### src/circular_deque_top_defines.svh
// Assertion macros shared by the circular deque RTL.
`ifndef CIRCULAR_DEQUE_TOP_DEFINES_SVH
`define CIRCULAR_DEQUE_TOP_DEFINES_SVH

// The consequent must hold in the same cycle as the antecedent.
`define CDQ_ASSERT_SAME(name, ante, cons, msg) \
  name: assert property (@(posedge clk) disable iff (rst) (ante) |-> (cons)) \
    else $error(msg);

// The consequent must hold in the cycle after the antecedent.
`define CDQ_ASSERT_NEXT(name, ante, cons, msg) \
  name: assert property (@(posedge clk) disable iff (rst) (ante) |=> (cons)) \
    else $error(msg);

`endif

### src/cdq_pkg.sv
// Shared types and constants of the circular deque.
`default_nettype none

package cdq_pkg;

  localparam logic [1:0] CMD_PUSH_FRONT = 2'd0;
  localparam logic [1:0] CMD_PUSH_REAR  = 2'd1;
  localparam logic [1:0] CMD_POP_FRONT  = 2'd2;
  localparam logic [1:0] CMD_POP_REAR   = 2'd3;

  localparam int          CAP_W         = 9;
  localparam logic [8:0]  CAP_RESET     = 9'd256;
  localparam logic        REG_CAPACITY  = 1'b0;
  localparam logic [31:0] POP_FAIL_WORD = 32'hFFFF_FFFF;

  // Pointer operation applied by the datapath for one accepted item.
  typedef enum logic [2:0] {
    OP_NONE,
    OP_PUSH_FIRST,
    OP_PUSH_FRONT,
    OP_PUSH_REAR,
    OP_POP_FRONT,
    OP_POP_REAR
  } op_t;

  // Source of the popped word in the result cycle.
  typedef enum logic [1:0] {
    RES_ZERO,
    RES_NEG1,
    RES_MEM
  } res_sel_t;

  typedef struct packed {
    op_t      op;
    logic     respond;
    logic     res_ok;
    res_sel_t res_sel;
  } ctrl_t;

  typedef struct packed {
    logic empty;
    logic full;
  } stat_t;

endpackage

`default_nettype wire

### src/cdq_ctrl.sv
// Controller of the circular deque: command decode and result sequencing.
`default_nettype none

module cdq_ctrl (
  input  wire logic           clk,
  input  wire logic           rst,
  input  wire logic           start,
  input  wire logic [1:0]     command,
  input  wire cdq_pkg::stat_t stat,
  output logic                busy,
  output cdq_pkg::ctrl_t      ctrl
);

  import cdq_pkg::*;

  typedef enum logic [1:0] {
    ST_IDLE = 2'b01,
    ST_RESP = 2'b10
  } state_t;

  state_t   state;
  state_t   state_next;
  logic     res_ok;
  logic     res_ok_next;
  res_sel_t res_sel;
  res_sel_t res_sel_next;
  logic     accept;
  op_t      op;

  assign accept = start && (state == ST_IDLE);
  assign busy   = (state == ST_RESP);

  always_comb begin
    op           = OP_NONE;
    res_ok_next  = res_ok;
    res_sel_next = res_sel;
    if (accept) begin
      case (command)
        CMD_PUSH_FRONT, CMD_PUSH_REAR: begin
          res_sel_next = RES_ZERO;
          res_ok_next  = !stat.full;
          if (!stat.full) begin
            if (stat.empty) begin
              op = OP_PUSH_FIRST;
            end else if (command == CMD_PUSH_FRONT) begin
              op = OP_PUSH_FRONT;
            end else begin
              op = OP_PUSH_REAR;
            end
          end
        end
        CMD_POP_FRONT, CMD_POP_REAR: begin
          res_ok_next = !stat.empty;
          if (stat.empty) begin
            res_sel_next = RES_NEG1;
          end else begin
            res_sel_next = RES_MEM;
            op = (command == CMD_POP_FRONT) ? OP_POP_FRONT : OP_POP_REAR;
          end
        end
        default: begin
          op = OP_NONE;
        end
      endcase
    end
  end

  always_comb begin
    case (state)
      ST_IDLE: state_next = accept ? ST_RESP : ST_IDLE;
      ST_RESP: state_next = ST_IDLE;
      default: state_next = ST_IDLE;
    endcase
  end

  always_ff @(posedge clk) begin
    if (rst) begin
      state   <= ST_IDLE;
      res_ok  <= 1'b0;
      res_sel <= RES_ZERO;
    end else begin
      state   <= state_next;
      res_ok  <= res_ok_next;
      res_sel <= res_sel_next;
    end
  end

  assign ctrl.op      = op;
  assign ctrl.respond = (state == ST_RESP);
  assign ctrl.res_ok  = res_ok;
  assign ctrl.res_sel = res_sel;

  `include "circular_deque_top_defines.svh"

  `CDQ_ASSERT_NEXT(a_accept_responds, accept, ctrl.respond, "accepted item got no result cycle")
  `CDQ_ASSERT_SAME(a_pop_mem_ok, ctrl.respond && res_sel == RES_MEM, res_ok, "memory pop without ok")

endmodule

`default_nettype wire

### config.mk
export PLATFORM = sky130hd
export DESIGN_NAME = cdq_ctrl
export DESIGN_NICKNAME = d
export VERILOG_FILES = /design/src/cdq_pkg.sv /design/src/cdq_ctrl.sv
export VERILOG_INCLUDE_DIRS = /design/src /design/src/src
export SDC_FILE = /design/constraint.sdc
export NUM_CORES = 1
export LEC_CHECK = 0
export BUFFER_PORTS_ARGS = -buffer_cell sky130_fd_sc_hd__buf_2
export CAP_MARGIN = 10
export CELL_PAD_IN_SITES_DETAIL_PLACEMENT = 1
export CELL_PAD_IN_SITES_GLOBAL_PLACEMENT = 2
export CORE_AREA = 4 4 41 43
export CTS_CLUSTER_DIAMETER = 50
export CTS_CLUSTER_SIZE = 16
export DETAILED_ROUTE_END_ITERATION = 12
export DIE_AREA = 0 0 45 47
export GPL_ROUTABILITY_DRIVEN = 0
export PLACE_DENSITY = 0.6
export SYNTH_ARGS = -nofsm -noshare
export SYNTH_HDL_FRONTEND = slang
export SYNTH_SLANG_ARGS = --single-unit
export TNS_END_PERCENT = 1
### constraint.sdc
create_clock -name clk -period 1 [get_ports clk]
set_input_delay 0.1 -clock clk [delete_from_list [all_inputs] [get_ports clk]]
set_output_delay 0.1 -clock clk [all_outputs]
set_load 0.01 [all_outputs]
==> results.md <==
- Post-Synth Simple-Gate Area: 0.4115
- Routed vias/inst: around 4
- Synthesized area: between 200 and 250 um2
- WHS: between 0.09 and 0.1 ns
- Average instance area after synthesis: 10.01 um2
- Slew HR: 0.8353
- R2R Setup Slk: -0.17 ns
- Syn Inst Count: 24
- Clk slew on worst S/H paths: around 0.040 ns
- Worst reg2reg path endpoint: res_sel[1]
- Row Count: 13
- Post-CTS Hold Buffers: 0
- Reg2Reg Depth: 5
- Post-route ant nets: 0
- Post-Place Setup Slack: -0.02765 ns
- Clk sinks: 5
- # Max-Cap Violations: 0
- CTS root buf: clkbuf_4
- CTS tree: yes
- Initial DRC Count: 0
- Maximum VDD drop: 0.4287 mV
- Distinct cells, synth: 15
- Total of warnings raised by yosys: 0
- Area Overhead vs Synth: 64.58%
- Drt pass-1 iters: 1
- All-layer global routing usage: 0.07041
- Dominant cells by area after synthesis: dfxtp_1, nand3b_4, nor3b_4, buf_4, nand3b_1
- Maximum fanout along the worst path: 5
- Hold path startpoint: rst
- Final Hold Viols: 0
- Layout cells sized above 1: 0.6087
- Top cell type's share of synthesized area: 0.4167
- XOR/XNOR Fraction of Synth Area: 0
- Failing checks: negative setup slack
- Synth area leader: dfxtp_1
- Post-Route Setup TNS: -1.416 ns
- Cell Pwr Density: ~1400 nW/um2
- # port buffers: 14
- Filler cells: around 170
- Setup Viol. Count Final: 10
- Largest net degree at the start of global routing: 6
- Startpoint Class: flop
- FF/Latch Area: around 100 um2
- Drt total wl: 659 um
- Clock power frac: 0.411
- CP Class: reg -> out
- First-pass GRT wire length: about 1000 um
- Status: complete, but fails checks
- Die Height: 47 um
- Initial antenna violation count: 0
- RR Startpoint: state[1]
- Clock Tree Buf Depth: 2
- CP arrival: between 1 and 1.5 ns
- Post-Layout Cell Count: just over 60
- Share of synthesized area spent on multiplexers: 0
- P_leak: 0.2091 nW
- Overall power: between 0.5 and 0.6 mW
- Worst Hold Class: in -> reg
- Wirelength per Cell: roughly 11 um
- Global route overflow: 0
- Tcrit/Tclk final: 1.277
- Setup ws final: -0.2773 ns
- H-tree levels: 1
- Req. time, crit path: 0.90 ns
- Synth Area in Adders: 0
- RSZ-0062 raised after global routing: true
- Fin Clk Skew: between 0.001 and 0.0015 ns
- # DRC: 0
- Die Area: 2115 um2
- Worst Hold End: state[1]
- Worst skew pair latency: approximately 0.24 ns
- Vias in the first global route: 251
- Post-synthesis compound-gate area fraction: 0.09375
- Worst Tran Pin Value: roughly 0.24 ns
- Fin. max-slew vios: 0
- Net Count, Synth: 31
- Post-synthesis sequential area ratio: 0.4167
- Comb power frac: 0.198
- Sw frac: 0.2413
- DP Cell Count: 52
- Starting Density: 0.1846
- Sw Pwr: between 0.1 and 0.15 mW
- Hold path depth: 2
- Final nets: 54
- Largest family of logic cells by synthesized area: simple AND/OR/NAND/NOR gates
- Core ar.: between 1000 and 1500 um2
- Synth Register Bits: 5
- Sequential fraction of design power: 0.391
- Fmax: between 700 and 800 MHz
- Antenna diodes: 0
- Footprint of the multi-input gates: approximately 130 um2
- Worst Setup End Kind: output pin
- Min Clock Period, post-route: approximately 1.3 ns
- Cts bufs inserted: 3
- I/O pins: 15
- Die width: roughly 45 um
- Power Internal: roughly 0.42 mW
- Vias: 247
## cells in the final DEF (no fill, tap or decap)
cell      count
a21oi_1       1
clkbuf_1      1
dfxtp_2       2
nor2_4        1
nand3b_4      1
nand2b_1      1
and2b_1       1
nor3b_4       1
nor2_1        2
nand3b_1      2
o21ba_1       1
buf_4         6
nand2_1       2
o31ai_1       1
clkbuf_4      3
dfxtp_1       3
and2_0        1
buf_2        14
nor4_1        1
inv_1         1
## registers in the layout, summed over array words and instances, names as in the netlist
signal / count
state: 2
res_ok: 1
res_sel: 2
## synth_stat cells
cell      number
dfxtp_1        5
nor2_1         3
buf_4          2
nand2_1        2
nand3b_1       2
a21oi_1        1
and2_0         1
and2b_1        1
inv_1          1
nand2b_1       1
nand3b_4       1
nor3b_4        1
nor4_1         1
o21ba_1        1
o31ai_1        1
## layer usage
metal,global-route usage,wire length (um)
met1,0.06164,224
met2,0.1130,367
met3,0.03831,62
met4,0.07018,4
met5,0,0
## through the flow
stage	cell area [um2]	utilization
5_1_grt	395.4	0.3038
3_5_place_dp	321.6	0.2471
6_report	395.4	0.3038
2_1_floorplan	240.2	-
3_3_place_gp	321.6	0.2471
4_1_cts	366.6	0.2817
## critical path, cell delays in order, from the launching register on
cell and delay, ns:
dfxtp_2 0.31, nand3b_4 0.18, nand3b_1 0.20, nor2_1 0.11, buf_2 0.13
## final cells by class
type                    instances  area share
multi-input cells              16      0.3260
repair buffers                 20      0.2911
flip-flops and latches          5      0.2595
clock buffers                   4     0.06646
well taps                      15     0.04747
inverters                       1    0.009494
## power by group through the flow
stage               logic, mW  clock network (mW)  registers, mW
global placement       0.0825                   0          0.221
finish                  0.111               0.230          0.219
global route            0.122               0.254          0.219
CTS                    0.0951               0.243          0.218
detailed placement     0.0840                   0          0.221
floorplan              0.0453                   0          0.222
## kinds of logic after synthesis
family                 count (synthesis)
AOI/OAI and AO/OA                      3
buffers and inverters                  3
DFF                                    5
and+or+nand+nor                       13
## repair_timing
item	CTS	global route
resized for setup	2	2
pin swaps	1	1
endpoints found under the hold margin	0	0
setup endpoints to repair	5	9
buffers inserted	2	3
## worst max path at each step
stage          cells after the start      end      from  slack (ns)
2_1_floorplan                      2  ctrl[5]  state[1]        0.06
3_3_place_gp                       4  ctrl[4]  state[1]      -0.005
3_5_place_dp                       4  ctrl[4]  state[1]       -0.03
4_1_cts                            4  ctrl[4]  state[1]       -0.28
5_1_grt                            4  ctrl[4]  state[1]       -0.36
6_report                           4  ctrl[4]  state[1]       -0.28
No activity file was read; power rests on OpenSTA's default activity.
